===== config.mk =====
export PLATFORM = sky130hd
export DESIGN_NAME = crc16_frame_checker_top
export DESIGN_NICKNAME = d
export VERILOG_FILES = /design/src/hdl/crcfc_pkg.sv /design/src/hdl/crc16_frame_checker_top.sv /design/src/hdl/crcfc_in_stage.sv /design/src/hdl/crcfc_frame_core.sv /design/src/hdl/crcfc_out_stage.sv
export SDC_FILE = /design/constraint.sdc
export NUM_CORES = 1
export LEC_CHECK = 0
export BUFFER_PORTS_ARGS = -buffer_cell sky130_fd_sc_hd__buf_2
export CORE_MARGIN = 4
export CORE_UTILIZATION = 45
export CTS_CLUSTER_SIZE = 8
export DETAILED_ROUTE_END_ITERATION = 10
export MAX_ROUTING_LAYER = met4
export PLACE_DENSITY = 0.64
export SLEW_MARGIN = 15
export SYNTH_ARGS = -nofsm -noshare
export SYNTH_HDL_FRONTEND = slang
export SYNTH_HIERARCHICAL = 1
export SYNTH_SLANG_ARGS = --single-unit

===== constraint.sdc =====
create_clock -name i_clk -period 5.75 [get_ports i_clk]
set_clock_uncertainty 0.05 [all_clocks]
set_input_delay 0.2875 -clock i_clk [delete_from_list [all_inputs] [get_ports i_clk]]
set_output_delay 0.2875 -clock i_clk [all_outputs]
set_load 0.005 [all_outputs]

===== src/hdl/crcfc_pkg.sv =====
// Shared types, constants and the CRC-16 byte update for the frame checker.
`default_nettype none

package crcfc_pkg;

    localparam logic [15:0] CRC_POLY   = 16'h1021;
    localparam int          HDR_BYTES  = 16;
    localparam logic [16:0] LEN_LO_POS = 17'd14;
    localparam logic [16:0] LEN_HI_POS = 17'd15;

    typedef enum logic [1:0] {
        ST_CONTINUE = 2'd0,
        ST_VALID    = 2'd1,
        ST_BAD_CRC  = 2'd2
    } t_status;

    typedef struct packed {
        logic [7:0] data_byte;
        logic       restart;
    } t_in_item;

    typedef struct packed {
        logic [15:0] received_crc;
        logic [15:0] computed_crc;
        logic [15:0] frame_length;
        logic [16:0] byte_position;
        t_status     status;
    } t_result;

    // MSB-first CRC-16, no reflection, one byte per call
    function automatic logic [15:0] crc_add_byte(input logic [15:0] crc_in,
                                                 input logic [7:0]  data);
        logic [15:0] crc;
        crc = crc_in ^ {data, 8'h00};
        for (int i = 0; i < 8; i++) begin
            if (crc[15]) begin
                crc = {crc[14:0], 1'b0} ^ CRC_POLY;
            end else begin
                crc = {crc[14:0], 1'b0};
            end
        end
        return crc;
    endfunction

endpackage

`default_nettype wire


===== src/hdl/crc16_frame_checker_top.sv =====
// Result path: each accepted byte passes the input register, then the result register.
// Throughput: one byte per cycle while the sink takes results; the CRC byte update sits between the two registers.
// Every accepted byte yields exactly one result item.
// Reset (i_rst_n low, synchronous) empties both stages and clears the frame
// counter, length, running CRC and stored CRC byte; the next byte is byte 0.
`default_nettype none

module crc16_frame_checker_top (
    input  wire         i_clk,
    input  wire         i_rst_n,
    input  wire         i_s_tvalid,
    output logic        o_s_tready,
    input  wire  [7:0]  i_s_tdata,   // [7:0] data_byte
    input  wire         i_s_tuser,   // [0] restart
    output logic        o_m_tvalid,
    input  wire         i_m_tready,
    output logic [71:0] o_m_tdata    // [1:0] status, [18:2] byte_position,
                                     // [34:19] frame_length, [50:35] computed_crc,
                                     // [66:51] received_crc, [71:67] zero
);

    crcfc_pkg::t_in_item in_item;
    crcfc_pkg::t_in_item core_item;
    crcfc_pkg::t_result  core_result;
    crcfc_pkg::t_result  out_result;
    logic                core_valid;
    logic                out_ready;

    assign in_item.data_byte = i_s_tdata;
    assign in_item.restart   = i_s_tuser;

    crcfc_in_stage u_in_stage (
        .i_clk   (i_clk),
        .i_rst_n (i_rst_n),
        .i_valid (i_s_tvalid),
        .o_ready (o_s_tready),
        .i_item  (in_item),
        .o_valid (core_valid),
        .i_ready (out_ready),
        .o_item  (core_item)
    );

    crcfc_frame_core u_core (
        .i_clk     (i_clk),
        .i_rst_n   (i_rst_n),
        .i_advance (core_valid && out_ready),
        .i_item    (core_item),
        .o_result  (core_result)
    );

    crcfc_out_stage u_out_stage (
        .i_clk    (i_clk),
        .i_rst_n  (i_rst_n),
        .i_valid  (core_valid),
        .o_ready  (out_ready),
        .i_result (core_result),
        .o_valid  (o_m_tvalid),
        .i_ready  (i_m_tready),
        .o_result (out_result)
    );

    assign o_m_tdata = {5'd0,
                        out_result.received_crc,
                        out_result.computed_crc,
                        out_result.frame_length,
                        out_result.byte_position,
                        out_result.status};

`ifndef SYNTHESIS
    // a verdict can only come on the second CRC byte, at byte 17 or later
    a_verdict_pos: assert property (@(posedge i_clk) disable iff (!i_rst_n)
        o_m_tvalid && out_result.status != crcfc_pkg::ST_CONTINUE
        |-> out_result.byte_position >= 17'd17)
        else $error("verdict before end of minimal frame");

    a_rx_only_at_verdict: assert property (@(posedge i_clk) disable iff (!i_rst_n)
        o_m_tvalid && out_result.status == crcfc_pkg::ST_CONTINUE
        |-> out_result.received_crc == 16'd0)
        else $error("received crc reported outside verdict");

    a_valid_match: assert property (@(posedge i_clk) disable iff (!i_rst_n)
        o_m_tvalid && out_result.status == crcfc_pkg::ST_VALID
        |-> out_result.received_crc == out_result.computed_crc)
        else $error("valid verdict with crc mismatch");
`endif

endmodule

`default_nettype wire


===== src/hdl/crcfc_in_stage.sv =====
// Input register stage: holds one received item until the core takes it.
`default_nettype none

module crcfc_in_stage (
    input  wire                      i_clk,
    input  wire                      i_rst_n,
    input  wire                      i_valid,
    output logic                     o_ready,
    input  wire crcfc_pkg::t_in_item i_item,
    output logic                     o_valid,
    input  wire                      i_ready,
    output crcfc_pkg::t_in_item      o_item
);

    logic                r_valid;
    crcfc_pkg::t_in_item r_item;

    assign o_ready = !r_valid || i_ready;
    assign o_valid = r_valid;
    assign o_item  = r_item;

    always_ff @(posedge i_clk) begin
        if (!i_rst_n) begin
            r_valid <= 1'b0;
        end else if (o_ready) begin
            r_valid <= i_valid;
        end
    end

    always_ff @(posedge i_clk) begin
        if (o_ready && i_valid) begin
            r_item <= i_item;
        end
    end

endmodule

`default_nettype wire


===== src/hdl/crcfc_frame_core.sv =====
// Frame tracking state and per-byte CRC/verdict logic.
`default_nettype none

module crcfc_frame_core (
    input  wire                      i_clk,
    input  wire                      i_rst_n,
    input  wire                      i_advance,
    input  wire crcfc_pkg::t_in_item i_item,
    output crcfc_pkg::t_result       o_result
);

    logic [16:0] r_byte_count;
    logic [15:0] r_payload_length;
    logic [15:0] r_running_crc;
    logic [7:0]  r_crc_low_byte;

    logic [16:0] n_byte_count;
    logic [15:0] n_payload_length;
    logic [15:0] n_running_crc;
    logic [7:0]  n_crc_low_byte;

    logic [16:0] pos;
    logic [15:0] len_base;
    logic [15:0] crc_base;
    logic [16:0] crc_end;
    logic [15:0] crc_new;
    logic [15:0] rx_crc;
    crcfc_pkg::t_status status;

    always_comb begin
        pos      = i_item.restart ? 17'd0 : r_byte_count;
        // byte 0 starts a fresh frame
        len_base = (pos == 17'd0) ? 16'd0 : r_payload_length;
        crc_base = (pos == 17'd0) ? 16'd0 : r_running_crc;
        crc_end  = {1'b0, len_base} + 17'(crcfc_pkg::HDR_BYTES);
        crc_new  = crcfc_pkg::crc_add_byte(crc_base, i_item.data_byte);

        n_byte_count     = pos + 17'd1;
        n_payload_length = len_base;
        n_running_crc    = crc_base;
        n_crc_low_byte   = r_crc_low_byte;
        rx_crc           = 16'd0;
        status           = crcfc_pkg::ST_CONTINUE;

        if (pos < 17'(crcfc_pkg::HDR_BYTES)) begin
            n_running_crc = crc_new;
            if (pos == crcfc_pkg::LEN_LO_POS) begin
                n_payload_length = {len_base[15:8], i_item.data_byte};
            end else if (pos == crcfc_pkg::LEN_HI_POS) begin
                n_payload_length = {i_item.data_byte, len_base[7:0]};
            end
        end else if (pos < crc_end) begin
            n_running_crc = crc_new;
        end else if (pos == crc_end) begin
            n_crc_low_byte = i_item.data_byte;
        end else begin
            rx_crc       = {i_item.data_byte, r_crc_low_byte};
            status       = (rx_crc == crc_base) ? crcfc_pkg::ST_VALID
                                                : crcfc_pkg::ST_BAD_CRC;
            n_byte_count = 17'd0;
        end
    end

    always_comb begin
        o_result.status        = status;
        o_result.byte_position = pos;
        o_result.frame_length  = n_payload_length;
        o_result.computed_crc  = n_running_crc;
        o_result.received_crc  = rx_crc;
    end

    always_ff @(posedge i_clk) begin
        if (!i_rst_n) begin
            r_byte_count     <= 17'd0;
            r_payload_length <= 16'd0;
            r_running_crc    <= 16'd0;
            r_crc_low_byte   <= 8'd0;
        end else if (i_advance) begin
            r_byte_count     <= n_byte_count;
            r_payload_length <= n_payload_length;
            r_running_crc    <= n_running_crc;
            r_crc_low_byte   <= n_crc_low_byte;
        end
    end

endmodule

`default_nettype wire


===== src/hdl/crcfc_out_stage.sv =====
// Result register stage: holds one result until the sink takes it.
`default_nettype none

module crcfc_out_stage (
    input  wire                     i_clk,
    input  wire                     i_rst_n,
    input  wire                     i_valid,
    output logic                    o_ready,
    input  wire crcfc_pkg::t_result i_result,
    output logic                    o_valid,
    input  wire                     i_ready,
    output crcfc_pkg::t_result      o_result
);

    logic               r_valid;
    crcfc_pkg::t_result r_result;

    assign o_ready  = !r_valid || i_ready;
    assign o_valid  = r_valid;
    assign o_result = r_result;

    always_ff @(posedge i_clk) begin
        if (!i_rst_n) begin
            r_valid <= 1'b0;
        end else if (o_ready) begin
            r_valid <= i_valid;
        end
    end

    always_ff @(posedge i_clk) begin
        if (o_ready && i_valid) begin
            r_result <= i_result;
        end
    end

endmodule

`default_nettype wire

==> reports/metrics.cfg, run 1 <==
[outcome]
status=finished, final reports clean

[timing]
setup_viol=0
tns_ns=0
slew_headroom_pct=33.6
period_needed_ns=5.07
fmax_ghz=0.197
final_hold_viol_count=0
fin_crit_sh_pct=88.2
whs_ns=0.0659
worst_pin_slew_ns=0.992
rsz0062_at_grt=no
slew_violations=0

[floorplan]
core_um2=15900
initial_core_util_pct=46.0
dieHeight_um=135
rows=46
dieArea_um2=18300
io_pins=87
fp.dieW_um=135

[drt]
vias=6071
wl_per_cell_um=19.0
dr.first_iter.drc_count=429
post_drt_via_cell_ratio=5.72
postRouteAntennaNets=0
wl_um=20100
drc=0
drtPass1Iterations=5

[synth]
ys_warn_count=6
synth-main-ff-cell=edfxtp_1
synth_cell_type_count=64
synthCells=761
synth_top_area_cell=edfxtp_1
synthArstFlopShare_pct=0
seq_area_frac_synth_pct=47.4
ys_seq_elements=135
synthTopCellsByArea=edfxtp_1 (31%), dfxtp_1 (16%), nand2_1 (5.1%)
synth_edf_count=76
synth_area_um2=7310
synth_top_area_share_pct=31.2
synth.avg_cell_area_um2=9.60

[finish]
layout_commonest_cell=nand2_1
syn_to_final_growth_pct=16.1
diodes=0
final_cells=1061
multi_input_area_um2=3550
mostFrequentLayoutCells=nand2_1 (99), buf_2 (81), edfxtp_1 (76)
fin_area_um2=8480
final_util_pct=53.4
nNetsFinal=866
nFillCells=1463
regArea_um2=3460
drive_gt1_share_pct=17.2

[setup_path]
crit_arrival_ns=5.37
path_max_fanout=29
worstPathCellList=nor4_1, and4_1, buf_4, a21o_1, nand2_1, and2_1, ha_1, nand4_1, nand2b_1, a211oi_1, xor2_1, nand2_1, ha_1, a21oi_1, o21ai_0, a2111oi_1, a31o_1, buf_4, or4_1, mux2i_1
worstSetupStartpointType=register
rr_worst_depth=20
r2r-start=u_core/r_byte_count[5]
r2r-end=u_core/r_crc_low_byte[3]
cp.required_ns=6.05
crit_path_top_delay_cell=a2111oi_1
end_kind=register
setup.worst_path.start=u_core/r_byte_count[5]
crit_end=u_core/r_crc_low_byte[3]
max_stage_delay_ns=0.59
reg2reg_slack_ns=0.68
path_class=reg -> reg

[pwr]
power.switching_mw=0.585
seqPwrFrac_pct=48.1
p_leak_nw=3.25
cellPowerDensity_nw_per_um2=273
p_comb_share_pct=10.0
p_int_mw=1.73
switching_share_pct=25.2
ir_drop_mv=0.214
power_frac_clock_pct=42.0

[cts]
cts_max_level=4
root_buffer=clkbuf_16
cts_setup_buffers=0
cts_tree=built
clock_latency_ns=0.42
clock-sinks=135
clockBufferDepth=2
cts_buffers=17
clk_pin_slew_worst_paths_ns=0.06
ctsResizeCount=0

[place]
dp.final_hpwl_um=14100
port-buffer-count=81
place.gp.congestion=0.952
place_inst=1020
placed_area_um2=7870

[global_route]
grt_pass1_vias=6120
antenna_found_initial=0
grt_start_max_net_pins=68
overflow=0
grt_pass1_wl_um=32300
grt_usage_pct=23.3

[min_path]
hold_path.class=in -> reg

[flow_run]
drv_cap=0

[cells in the mapped netlist, types with 5 or more instances]
| library cell | instances |
|---|---|
| xnor2_1 | 36 |
| buf_4 | 6 |
| mux2_2 | 9 |
| inv_1 | 14 |
| nor4_1 | 14 |
| nor3_1 | 8 |
| nand4_1 | 11 |
| a21oi_1 | 48 |
| clkbuf_1 | 44 |
| edfxtp_1 | 76 |
| xor2_1 | 20 |
| nand2b_1 | 6 |
| nor2b_1 | 15 |
| nor2_1 | 41 |
| o21ba_2 | 5 |
| o22ai_1 | 11 |
| ha_1 | 21 |
| a22o_1 | 11 |
| and3_1 | 12 |
| o21ai_0 | 51 |
| nand3_1 | 27 |
| a31oi_1 | 5 |
| dfxtp_1 | 59 |
| and2_1 | 23 |
| buf_2 | 7 |
| nand2_1 | 99 |
| mux2i_1 | 16 |
[critical path: cells and delay by family, from the launching register on]
| family | cells | cell delay, ns |
|---|---|---|
| AO/OA/AOI/OAI | 6 | 1.35 |
| XOR/XNOR | 1 | 0.15 |
| adder cells (fa/ha/maj) | 2 | 0.51 |
| buffers and inverters | 2 | 0.53 |
| flip-flops | 1 | 0.35 |
| multiplexers | 1 | 0.25 |
| AND/OR/NAND/NOR | 8 | 1.80 |
[logic make-up (layout without fill, tap and decap cells)]
group	after synthesis	in the layout	share of synthesized area, %
simple gates	275	275	18.9
compound gates	174	174	15.2
flops	135	135	47.4
buf+inv	73	153	4.18
xor+xnor	57	57	7.04
mux	25	25	3.58
fa+ha+maj	21	21	3.60
other cells	1	5	0.0513
[power groups by stage]
stage / Clock (mW) / Combinational (mW) / Sequential [mW]
finish: 0.973 / 0.231 / 1.11
global route: 1.03 / 0.257 / 1.12
CTS: 0.988 / 0.230 / 1.11
detailed placement: 0 / 0.224 / 1.13
global placement: 0 / 0.219 / 1.13
floorplan: 0 / 0.174 / 1.10
[stage by stage]
| stage | worst slack (ns) | total power, mW |
|---|---|---|
| floorplan | 0.656 | 1.28 |
| global placement | 0.886 | 1.35 |
| detailed placement | 0.730 | 1.36 |
| CTS | 0.699 | 2.33 |
| global route | 0.143 | 2.40 |
| finish | 0.678 | 2.32 |
[how the worst min path moves through the flow]
stage                                    start                          to  slack (ns)  cells after the start
floorplan                            i_s_tuser        u_in_stage/o_item[0]        0.34                      0
finish                              i_s_tvalid          u_in_stage/o_valid        0.07                      3
detailed placement  u_core/r_payload_length[1]  u_core/r_payload_length[1]        0.42                      2
global route                        i_s_tvalid          u_in_stage/o_valid        0.06                      3
global placement    u_core/r_payload_length[3]  u_core/r_payload_length[3]        0.41                      2
CTS                                 i_s_tvalid          u_in_stage/o_valid        0.05                      3
[metal layers]
layer / up-vias / global-route usage, % / share of wire, %
li1: 2882 / - / -
met1: 2929 / 28.6 / 43
met2: 221 / 37.8 / 49
met3: 39 / 4.75 / 5.0
met4: 0 / 9.13 / 2.7
met5: - / - / 0
[state kept, by name (all words and copies together) (netlist names)]
| register | flops |
|---|---|
| u_core/r_byte_count | 17 |
| u_core/r_crc_low_byte | 8 |
| u_core/r_payload_length | 16 |
| u_core/r_running_crc | 16 |
| u_in_stage/o_item | 9 |
| u_in_stage/o_valid | 1 |
| u_out_stage/o_result | 67 |
| u_out_stage/o_valid | 1 |
[repair_timing]
item	in CTS	in global routing
endpoints found under the setup margin	0	0
hold buffers	9	0
hold endpoints to repair	9	0
[final cells by class]
class	count	area share [%]
multi-input combinational	557	41.9
sequential	135	40.8
timing repair buffer	106	7.26
clock buffer	24	5.56
tap	216	3.19
inverter	15	0.664
clock inverter	8	0.605
Power figures use the tool's default switching activity.
==> inputs of run 2 (changes only) <==
--- a/config.mk
+++ b/config.mk
@@ -5,6 +5,7 @@
 export SDC_FILE = /design/constraint.sdc
 export NUM_CORES = 1
 export LEC_CHECK = 0
+export ABC_AREA = 1
 export BUFFER_PORTS_ARGS = -buffer_cell sky130_fd_sc_hd__buf_2
 export CORE_MARGIN = 4
 export CORE_UTILIZATION = 45
==> run 2 against run 1 <==
  * Via count shrank 3.3%
  * Sequential power about the same
  * Area after synthesis decreased by 1.6%
  * Combinational power up 100%
  * Sequential cell count is the same
  * Worst hold slack better by 0.019 ns
  * Critical path depth up 3
  * Count of clock-buffer cells in the layout is 6 lower
  * Largest power group unchanged
  * Highest routed layer unchanged
  * Final cell count increased by 11%
  * Utilization grew 0.80 points
==> reports/metrics.cfg, run 2 <==
[outcome]
status=finished, final reports clean

[drt]
wl_per_cell_um=14.9
drc=0
vias=5868
drtPass1Iterations=6
post_drt_via_cell_ratio=4.96
postRouteAntennaNets=0
wl_um=17600
dr.first_iter.drc_count=581

[global_route]
grt_usage_pct=20.4
overflow=0
grt_start_max_net_pins=68
grt_pass1_wl_um=28200
antenna_found_initial=0
grt_pass1_vias=5322

[setup_path]
crit_path_top_delay_cell=nor3_1
max_stage_delay_ns=0.51
crit_family=simple AND/OR/NAND/NOR gates
path_class=reg -> reg
cp.required_ns=6.00
end_kind=register
worstSetupStartpointType=register
crit_arrival_ns=5.23
path_max_fanout=46
worstPathCellList=nor2_1, inv_1, ha_1, a21boi_0, nand2_1, nor2_4, nand2_4, nand2_2, nor3_1, nand3_1, xor2_1, ha_1, nand2_1, inv_1, nand2_1, nor2_1, nand4_1, nand3_1, nand2_2, inv_4, nand2_1, o21ai_0, a21oi_1
critPathMostFrequentCell=nand2_1
critical_path.n_buffers_inverters=3

[synth]
synth-main-ff-cell=edfxtp_1
synthTopCellsByArea=edfxtp_1 (32%), dfxtp_1 (16%), nand2_1 (9.2%)
synth_cell_type_count=39
synth_top_area_cell=edfxtp_1
ys_seq_elements=135
yosysMostFrequentCell=nand2_1
ys_warn_count=6
synthCells=874
seq_area_frac_synth_pct=48.2
synth_edf_count=76
synth.avg_cell_area_um2=8.23
synth_top_area_share_pct=31.7
synthArstFlopShare_pct=0
synth_commonest_cells=nand2_1 (176), inv_1 (120), nor2_1 (89)
synth_area_um2=7190

[floorplan]
dieHeight_um=134
io_pins=87
core_um2=15400
rows=45
fp.dieW_um=134
dieArea_um2=18100
initial_core_util_pct=46.6

[finish]
nNetsFinal=992
drive_gt1_share_pct=19.1
multi_input_area_um2=3070
regArea_um2=3460
largest_reg_flops=67
syn_to_final_growth_pct=16.2
final_util_pct=54.2
fin_area_um2=8360
diodes=0
layout_commonest_cell=nand2_1
mostFrequentLayoutCells=nand2_1 (176), inv_1 (120), nor2_1 (89)
final_cells=1182
nFillCells=1497

[timing]
tns_ns=0
finalWorstSetupSlack_ns=0.778
fmax_ghz=0.201
fin_crit_sh_pct=86.5
rsz0062_at_grt=no
period_needed_ns=4.97
final_hold_viol_count=0
whs_ns=0.0852
setup_viol=0
worst_pin_slew_ns=0.888
slew_violations=0
slew_headroom_pct=40.8

[pwr]
power.total_mw=2.63
ir_drop_mv=0.198
p_leak_nw=3.85
cellPowerDensity_nw_per_um2=314

[cts]
root_buffer=clkbuf_16
clock_latency_ns=0.42
cts_buffers=17
cts_tree=built
clk_pin_slew_worst_paths_ns=0.06
clock-sinks=135
ctsResizeCount=0
clockBufferDepth=2
cts_max_level=4

[place]
pre_cts_ws_ns=0.849
port-buffer-count=81
place_inst=1141
dp.final_hpwl_um=12300
placed_area_um2=7710
place.gp.congestion=0.885

[min_path]
hold_path.class=in -> reg

[flow_run]
drv_cap=0

-- run 2: changes by cell type after synthesis, sizes merged, moves of 12 or more --
cell and delta:
o21ai +25, clkbuf -30, nand3 +36, and3 -12, inv +112, nor2 +55
nor2b -15, nand2 +105, and2 -25, a21oi +13, mux2i -16, xnor2 -35
-- run 2: routing by layer --
metal / wire length (um) / track usage (%) / vias up
met5: 0 / - / -
met1: 8710 / 30.8 / 2652
met3: 1320 / 3.45 / 13
li1: - / - / 2988
met4: 210 / 5.71 / 0
met2: 7360 / 28.2 / 215
-- run 2: kinds of logic after synthesis --
group | Yosys count | share of synthesized area, %
and+or+nand+nor | 384 | 24.1
buffers and inverters | 161 | 9.59
AOI/OAI and AO/OA | 144 | 11.1
DFF | 135 | 48.2
xor gates and xnor gates | 28 | 3.41
adders and majority gates | 21 | 3.65
other | 1 | 0.0521
-- run 2: timing repair --
item / CTS / global route
buffers inserted: 0 / 0
hold buffers: 9 / 0
hold endpoints to repair: 9 / 0
-- run 2: worst paths after layout --
kind	start	to	slack, ns	cells past startpoint
max	u_in_stage/o_item[0]	u_core/r_crc_low_byte[5]	0.78	23
min	i_s_tvalid	u_in_stage/o_valid	0.09	3
max reg2reg	u_in_stage/o_item[0]	u_core/r_crc_low_byte[5]	0.78	23
min reg2reg	u_core/r_byte_count[1]	u_core/r_byte_count[1]	0.41	2
-- run 2: area by class of cell --
class	instances	area share (%)
Sequential cell	135	41.4
Multi-Input combinational cell	582	36.7
Timing Repair Buffer	95	6.38
Inverter	127	5.73
Clock buffer	18	5.13
Tap cell	211	3.16
Clock inverter	14	1.51
-- run 2: where the power goes --
| group | internal (mW) | total (mW) | switching [mW] |
|---|---|---|---|
| logic | 0.143 | 0.469 | 0.326 |
| registers | 1.10 | 1.14 | 0.0387 |
| clock network | 0.596 | 1.02 | 0.425 |
| total | 1.84 | 2.63 | 0.790 |
-- run 2: worst reg2reg max path, stage by stage (launching register included) --
cell and delay [ns]:
edfxtp_1 0.45, nor2_1 0.23, inv_1 0.14, ha_1 0.23
a21boi_0 0.12, nand2_1 0.14, nor2_4 0.05, nand2_4 0.39
nand2_2 0.16, nor3_1 0.51, nand3_1 0.17, xor2_1 0.17
ha_1 0.27, nand2_1 0.06, inv_1 0.07, nand2_1 0.08
nor2_1 0.16, nand4_1 0.09, nand3_1 0.11, nand2_2 0.29
inv_4 0.33, nand2_1 0.23, o21ai_0 0.30, a21oi_1 0.06
==> inputs of run 3 (changes only) <==
--- a/config.mk
+++ b/config.mk
@@ -5,14 +5,13 @@
 export SDC_FILE = /design/constraint.sdc
 export NUM_CORES = 1
 export LEC_CHECK = 0
-export ABC_AREA = 1
-export BUFFER_PORTS_ARGS = -buffer_cell sky130_fd_sc_hd__buf_2
 export CORE_MARGIN = 4
 export CORE_UTILIZATION = 45
 export CTS_CLUSTER_SIZE = 8
 export DETAILED_ROUTE_END_ITERATION = 10
+export DONT_BUFFER_PORTS = 1
 export MAX_ROUTING_LAYER = met4
-export PLACE_DENSITY = 0.64
+export PLACE_DENSITY = 0.6
 export SLEW_MARGIN = 15
 export SYNTH_ARGS = -nofsm -noshare
 export SYNTH_HDL_FRONTEND = slang
==> run 3 against run 2 <==
  * Critical path depth is 3 lower
  * Final area is 2.8% lower
  * Worst hold slack worse by 0.064 ns
  * Register-to-register slack worse by 0.09 ns
  * Sequential power hardly changed
  * Sequential share of layout area is 1.2 points higher
  * Global-route usage is 2.6 points higher
  * Largest cell class is now multi-input combinational cells
  * Via count is 2.0% lower
  * Die area is 1.5% higher
==> reports/metrics.cfg, run 3 (same netlist as run 1, synthesis figures left out) <==
[outcome]
status=finished, final reports clean

[global_route]
grt_usage_pct=23.0
grt_pass1_vias=5674
grt_start_max_net_pins=68
grt_pass1_wl_um=31400
overflow=0
antenna_found_initial=0

[floorplan]
dieArea_um2=18300
initial_core_util_pct=46.0
core_um2=15900
dieHeight_um=135
io_pins=87
fp.dieW_um=135
rows=46

[finish]
nNetsFinal=785
final_cells=980
fin_area_um2=8130
drive_gt1_share_pct=8.51
layout_commonest_cell=nand2_1
diodes=0
syn_to_final_growth_pct=11.3
largest_reg_flops=67
final_util_pct=51.2
nFillCells=1452
mostFrequentLayoutCells=nand2_1 (99), edfxtp_1 (76), dfxtp_1 (59)

[pwr]
power.total_mw=2.36
p_leak_nw=2.95
cellPowerDensity_nw_per_um2=290
ir_drop_mv=0.215

[place]
port-buffer-count=0
pre_cts_ws_ns=0.767
place.gp.congestion=0.915
dp.final_hpwl_um=13700
placed_area_um2=7440
place_inst=936

[timing]
whs_ns=0.0210
finalWorstSetupSlack_ns=0.692
fmax_ghz=0.198
period_needed_ns=5.06
slew_violations=0
slew_headroom_pct=26.8
tns_ns=0
final_hold_viol_count=0
fin_crit_sh_pct=88.0
rsz0062_at_grt=no
worst_pin_slew_ns=1.09
setup_viol=0

[setup_path]
cp.required_ns=6.05
worstSetupStartpointType=register
path_class=reg -> reg
crit_arrival_ns=5.35
path_max_fanout=29
end_kind=register

[cts]
clk_pin_slew_worst_paths_ns=0.06
clock-sinks=135
cts_max_level=4
clock_latency_ns=0.43
cts_tree=built
clockBufferDepth=2
root_buffer=clkbuf_16
cts_buffers=17
cts_setup_buffers=0

[drt]
drc=0
wl_per_cell_um=20.4
postRouteAntennaNets=0
post_drt_via_cell_ratio=5.87
wl_um=20000
vias=5753
dr.first_iter.drc_count=519
drtPass1Iterations=5

[min_path]
hold_path.class=in -> reg

[flow_run]
drv_cap=0

## run 3: critical path, stage by stage, from the launching register on
cell and delay (ns):
dfxtp_1 0.35, nor4_1 0.43, and4_1 0.26, buf_4 0.20, a21o_1 0.15, nand2_1 0.09
and2_1 0.18, ha_1 0.22, nand4_1 0.14, nand2b_1 0.12, a211oi_1 0.05, xor2_1 0.14
nand2_1 0.07, ha_1 0.30, a21oi_1 0.18, o21ai_0 0.11, a2111oi_1 0.63, a31o_1 0.25
buf_4 0.33, or4_1 0.47, mux2i_1 0.24
## run 3: timing repair
item                      4_1_cts  5_1_grt
resized for setup               0        0
hold endpoints to repair       29        0
hold buffers                   12        0
## run 3: where the power goes
part           leakage (nW)  switching (mW)  internal, mW  total (mW)
logic                  1.48           0.118        0.0827       0.201
clock network         0.270           0.434         0.605        1.04
registers              1.20          0.0573          1.06        1.12
## run 3: layer usage
metal,track usage [%],share of wire (%)
met5,-,0
met4,9.01,2.9
met3,4.68,4.9
met2,37.2,50
met1,28.4,42
## run 3: layout make-up
class / instances / area [um2] / area share [%]
Timing Repair Buffer: 25 / 218 / 2.68
Multi-Input combinational cell: 557 / 3550 / 43.7
Clock inverter: 12 / 90.1 / 1.11
Inverter: 15 / 56.3 / 0.693
Sequential cell: 135 / 3460 / 42.6
Clock buffer: 20 / 479 / 5.89
Tap cell: 216 / 270 / 3.32
## run 3: path summary, 6_finish.rpt
check	cells after the start	endpoint	from	slack, ns
max	20	u_core/r_crc_low_byte[7]	u_core/r_byte_count[5]	0.69
min	2	u_out_stage/o_valid	i_m_tready	0.02
max reg2reg	20	u_core/r_crc_low_byte[7]	u_core/r_byte_count[5]	0.69
min reg2reg	2	u_core/r_payload_length[2]	u_core/r_payload_length[2]	0.43
